### src/rtl/wtps_pkg.sv
// Shared constants, codes and controller/datapath interface types for the task scheduler.
`default_nettype none
package wtps_pkg;

  localparam int TASK_SLOTS_DEF  = 16;
  localparam int EVENT_DEPTH_DEF = 8;
  localparam int EVENT_WIDTH_DEF = 32;

  localparam int CFG_IDX_W  = 2;
  localparam int CFG_DATA_W = 16;
  localparam int TQ_W       = 10;
  localparam int SLICE_W    = 16;
  localparam int ID_W       = 16;
  localparam int PRIO_W     = 4;
  localparam int TIME_W     = 32;
  localparam int MODE_W     = 3;
  localparam int OUTC_W     = 3;

  localparam logic [TQ_W-1:0]    TQ_RESET = 10'd10;
  localparam logic [SLICE_W-1:0] BS_RESET = 16'd1000;
  localparam logic [SLICE_W-1:0] PS_RESET = 16'd100;

  localparam logic [CFG_IDX_W-1:0] CFG_TICK_QUANTUM   = 2'd0;
  localparam logic [CFG_IDX_W-1:0] CFG_BASE_SLICE     = 2'd1;
  localparam logic [CFG_IDX_W-1:0] CFG_PRIORITY_SLICE = 2'd2;

  localparam logic [MODE_W-1:0] MODE_TICK   = 3'd0;
  localparam logic [MODE_W-1:0] MODE_START  = 3'd1;
  localparam logic [MODE_W-1:0] MODE_KILL   = 3'd2;
  localparam logic [MODE_W-1:0] MODE_QUEUE  = 3'd3;
  localparam logic [MODE_W-1:0] MODE_PULL   = 3'd4;
  localparam logic [MODE_W-1:0] MODE_ENABLE = 3'd5;

  localparam logic [OUTC_W-1:0] OUT_OK          = 3'd0;
  localparam logic [OUTC_W-1:0] OUT_NOT_FOUND   = 3'd1;
  localparam logic [OUTC_W-1:0] OUT_TABLE_FULL  = 3'd2;
  localparam logic [OUTC_W-1:0] OUT_QUEUE_FULL  = 3'd3;
  localparam logic [OUTC_W-1:0] OUT_NOT_ENABLED = 3'd4;
  localparam logic [OUTC_W-1:0] OUT_WAITING     = 3'd5;

  localparam logic [1:0] ST_DEAD  = 2'd0;
  localparam logic [1:0] ST_READY = 2'd1;
  localparam logic [1:0] ST_SUSP  = 2'd2;
  localparam logic [1:0] ST_RUN   = 2'd3;

  typedef struct packed {
    logic latch;
    logic idx_clr;
    logic tick_step;
    logic pick_step;
    logic free_step;
    logic find_step;
    logic sel_run;
    logic set_dis;
    logic div_start;
    logic pick_apply;
    logic act;
    logic load_out;
  } cmd_t;

  typedef struct packed {
    logic [MODE_W-1:0] mode;
    logic enabled;
    logic tgt_zero;
    logic last;
    logic run_valid;
    logic div_done;
    logic over_quota;
    logic act_pick;
    logic out_free;
  } sts_t;

endpackage
`default_nettype wire

### src/rtl/wtps_ctrl.sv
// Controller state machine sequencing slot walks, division and result hand-off.
`default_nettype none
module wtps_ctrl
  import wtps_pkg::*;
(
  input  wire logic clk,
  input  wire logic rst_n,
  input  wire logic in_valid,
  output logic      in_ready,
  input  wire sts_t sts,
  output cmd_t      cmd
);
  localparam logic [3:0] S_IDLE     = 4'd0;
  localparam logic [3:0] S_DECODE   = 4'd1;
  localparam logic [3:0] S_TICK     = 4'd2;
  localparam logic [3:0] S_TICK_END = 4'd3;
  localparam logic [3:0] S_DIV      = 4'd4;
  localparam logic [3:0] S_QCHK     = 4'd5;
  localparam logic [3:0] S_PICK     = 4'd6;
  localparam logic [3:0] S_PAPPLY   = 4'd7;
  localparam logic [3:0] S_FREE     = 4'd8;
  localparam logic [3:0] S_FIND     = 4'd9;
  localparam logic [3:0] S_ACT      = 4'd10;
  localparam logic [3:0] S_DONE     = 4'd11;

  logic [3:0] state_r, state_nxt;

  assign in_ready = state_r == S_IDLE;

  always_comb begin
    cmd       = '0;
    state_nxt = state_r;
    unique case (state_r)
      S_IDLE: begin
        if (in_valid) begin
          cmd.latch = 1'b1;
          state_nxt = S_DECODE;
        end
      end
      S_DECODE: begin
        unique case (sts.mode)
          MODE_TICK: begin
            if (!sts.enabled) begin
              cmd.set_dis = 1'b1;
              state_nxt   = S_DONE;
            end else begin
              cmd.idx_clr = 1'b1;
              state_nxt   = S_TICK;
            end
          end
          MODE_START: begin
            cmd.idx_clr = 1'b1;
            state_nxt   = S_FREE;
          end
          MODE_KILL, MODE_QUEUE: begin
            if (sts.tgt_zero) begin
              cmd.sel_run = 1'b1;
              state_nxt   = S_ACT;
            end else begin
              cmd.idx_clr = 1'b1;
              state_nxt   = S_FIND;
            end
          end
          MODE_PULL: begin
            cmd.sel_run = 1'b1;
            state_nxt   = S_ACT;
          end
          MODE_ENABLE: state_nxt = S_ACT;
          default:     state_nxt = S_DONE;
        endcase
      end
      S_TICK: begin
        cmd.tick_step = 1'b1;
        if (sts.last) begin
          state_nxt = S_TICK_END;
        end
      end
      S_TICK_END: begin
        if (!sts.run_valid) begin
          cmd.idx_clr = 1'b1;
          state_nxt   = S_PICK;
        end else begin
          cmd.div_start = 1'b1;
          state_nxt     = S_DIV;
        end
      end
      S_DIV: begin
        if (sts.div_done) begin
          state_nxt = S_QCHK;
        end
      end
      S_QCHK: begin
        if (sts.over_quota) begin
          cmd.idx_clr = 1'b1;
          state_nxt   = S_PICK;
        end else begin
          state_nxt = S_DONE;
        end
      end
      S_PICK: begin
        cmd.pick_step = 1'b1;
        if (sts.last) begin
          state_nxt = S_PAPPLY;
        end
      end
      S_PAPPLY: begin
        cmd.pick_apply = 1'b1;
        state_nxt      = S_DONE;
      end
      S_FREE: begin
        cmd.free_step = 1'b1;
        if (sts.last) begin
          state_nxt = S_ACT;
        end
      end
      S_FIND: begin
        cmd.find_step = 1'b1;
        if (sts.last) begin
          state_nxt = S_ACT;
        end
      end
      S_ACT: begin
        cmd.act = 1'b1;
        if (sts.act_pick) begin
          cmd.idx_clr = 1'b1;
          state_nxt   = S_PICK;
        end else begin
          state_nxt = S_DONE;
        end
      end
      S_DONE: begin
        if (sts.out_free) begin
          cmd.load_out = 1'b1;
          state_nxt    = S_IDLE;
        end
      end
      default: state_nxt = S_IDLE;
    endcase
  end

  always_ff @(posedge clk) begin
    if (!rst_n) begin
      state_r <= S_IDLE;
    end else begin
      state_r <= state_nxt;
    end
  end

endmodule
`default_nettype wire

### config.mk
export PLATFORM = sky130hd
export DESIGN_NAME = wtps_ctrl
export DESIGN_NICKNAME = d
export VERILOG_FILES = /design/src/rtl/wtps_pkg.sv /design/src/rtl/wtps_ctrl.sv
export SDC_FILE = /design/constraint.sdc
export NUM_CORES = 1
export LEC_CHECK = 0
export BUFFER_PORTS_ARGS = -buffer_cell sky130_fd_sc_hd__clkbuf_2
export CORE_AREA = 5 5 42 44
export CTS_CLUSTER_SIZE = 24
export DETAILED_ROUTE_END_ITERATION = 10
export DIE_AREA = 0 0 47 49
export PLACE_DENSITY = 0.77
export SYNTH_ARGS = -nofsm -noshare
export SYNTH_HDL_FRONTEND = slang
export SYNTH_SLANG_ARGS = --single-unit
### constraint.sdc
create_clock -name clk -period 4.8 [get_ports clk]
set_clock_uncertainty 0.15 [all_clocks]
set_input_delay 0.72 -clock clk [delete_from_list [all_inputs] [get_ports clk]]
set_output_delay 0.72 -clock clk [all_outputs]
set_load 0.01 [all_outputs]
==> run summary <==
Most frequent cell after synthesis = nor2_1
Critical Path Source Type = flip-flop
Multi-input logic area = 395 sq um
Final Wtd Congestion = 0.843
GR met1 Demand/Resource = 17.3%
Max cap viols = 0
# port buffers = 26
Number of synthesized flops with an enable pin = 0
Gate power share = 59.6%
Global routing usage on met3 = 6.27%
Nets@finish = 117
Layout area overhead = 27.3%
Die width = 47 microns
Syn_nets = 91
Post-Syn Area per Cell = 6.73 sq um
Synth top area cells = dfxtp_1 15%, nor3_1 9.7%, nor2_1 8.7%
Post-CTS setup buffers = 0
Most frequent cells after synthesis = 12 x nor2_1, 10 x nor3_1, 6 x nand2_1
Placed Instance Area = 637 sq um
Most Used Layer, Global Route = met2
Final Cycle Share = 58.1%
Sw Ratio = 48.1%
Die Y = 49 microns
PD cells = 498 nW/um^2
Post-CTS Hold Buffers = 0
Top flop regs = state_r (4)
Wire per inst = 11.5 microns
Post_cts resized = 0
CTS clock-pin slew for the worst setup and hold paths = 0.03 ns
Global-route wire length before repair = 2360 microns
CTS HTree Levels = 1
Internal power = 0.170 mW
Layout cells sized above 1 = 34.7%
Fmax = 0.358 GHz
CP endpoint kind = output pin
Worst path slowest cell = dfxtp_1
Clk pwr share = 12.4%
Overflow left after global routing = 0
Fill count = 164
Peak supply drop = 207 uV
Crit-path max cell delay = 0.68 ns
DRT iter0 DRCs = 12
Initial antenna violation count = 0
Hold Path Class = flip-flop to flip-flop
GRT Total Usage = 13.5%
Vias per Instance = 5.35
Row count = 14
Slew Limit Headroom = 61.3%
Crit Path Category = flip-flop to output pin
Storage element area = 80.1 sq um
Pin count of the biggest net entering global routing = 19
Clock tree root driver cell = clkbuf_4
Vias in the first global route = 572
Post-synth ARST share = 0%
Final setup viols = 0
Reg with most FFs = state_r
Ys flop type = dfxtp_1
Final core utilization = 47.1%
Placed cells = 114
CP delay by family, top = flip-flops
CTS Sinks = 4
CTS Buffer Depth = 2
Worst-path fanout max = 18
Final Max Tran Viols = 0
Met2 Usage GRT = 20.4%
Synth area leader = dfxtp_1
Cell leakage power = 0.303 nW
Fin area = 659 sq um
Skew-Pair Late Insertion Delay = 0.23 ns
Initial Util = 37.0%
CTS Buf Count = 3
Max reg flops = 4
TNS Setup = 0 ns
Yosys cell types = 36
Critical Path RT = 3.93 ns
Synthesized area = 518 sq um
Post-route DRC violation count = 0
RSZ-0062 raised after global routing = no
Crit-path cells = nand2b_4 -> or3_1 -> o2bb2a_1 -> o31ai_1 -> clkbuf_2
Seq/Total Area, Yosys = 15.5%
Flop pwr share = 28.0%
Non-filler cells, final = 117
Critical path buffers and inverters = 1
Hold slack final = 0.578 ns
Die ar. = 2300 sq um
CTS tree = built
Post-Syn Instances = 77
Share of the synthesized area in the top cell type = 15.5%
Syn. warnings = 0
Slew @ Worst Pin = 0.580 ns
Iteration count of the initial detailed-routing pass = 4
Worst EP arrival = 1.92 ns
Net Sw Power = 0.158 mW
Post-detail-place hpwl = 1110 microns
Yosys reg bits = 4
I/O pins = 27
Final hold vios = 0
Vias = 626
Tmin final = 2.79 ns
Antenna Violating Nets Remaining = 0
Outcome = completed
Total wire length = 1350 microns
Core area = 1400 sq um
N_diodes = 0
[final timing paths]
| path | slack [ns] | cells after the start | from | end |
|---|---|---|---|---|
| setup / recovery | 2.01 | 5 | state_r[0] | cmd[10] |
| hold reg to reg | 0.58 | 2 | state_r[0] | state_r[0] |
| setup reg to reg | 2.90 | 5 | state_r[0] | state_r[2] |
| hold / removal | 0.58 | 2 | state_r[0] | state_r[0] |
[worst min-delay path, cell delays in order (launching register included)]
cell	delay, ns
dfxtp_1	0.48
nand2_1	0.15
a21boi_2	0.05
[power groups by stage]
stage	logic, mW	clock network, mW	registers, mW
finish	0.196	0.0406	0.0920
floorplan	0.186	0	0.0563
CTS	0.199	0.0434	0.0914
global placement	0.195	0	0.0906
detailed placement	0.198	0	0.0920
global route	0.219	0.0460	0.0981
[placed cells by master, fill, tap and decap left out, types with 2 or more instances in the layout]
master    instances
clkbuf_2         26
nor2_1           12
nor3_1           10
nand2_1           6
nand2b_1          4
dfxtp_1           4
inv_1             3
a21oi_1           3
and2_1            3
clkbuf_4          3
nor3b_1           2
nand3_1           2
a31oi_1           2
[cells by family after synthesis]
logic type	Yosys count	synth area share, %
AOI/OAI and AO/OA	18	27.1
buffers and inverters	8	8.21
DFF	4	15.5
muxes	2	4.11
and+or+nand+nor	45	45.2
[metrics by stage]
step / power, mW / setup WS [ns]
3_3_place_gp: 0.286 / 2.31
2_1_floorplan: 0.243 / 2.55
5_1_grt: 0.364 / 1.89
4_1_cts: 0.334 / 2.00
6_report: 0.328 / 2.01
3_5_place_dp: 0.290 / 2.26
[per-layer routing]
layer,up-vias,share of wire [%]
met4,0,0
met5,-,0
met1,280,41
li1,327,-
met2,19,52
met3,0,7.5
[area by class of cell]
cell class | count | area share, %
repair buffers | 26 | 19.7
multi-input cells | 65 | 60.0
clock buffers | 3 | 3.42
flip-flops and latches | 4 | 12.1
inverters | 3 | 1.71
well taps | 16 | 3.04
No activity file was read; power rests on OpenSTA's default activity.
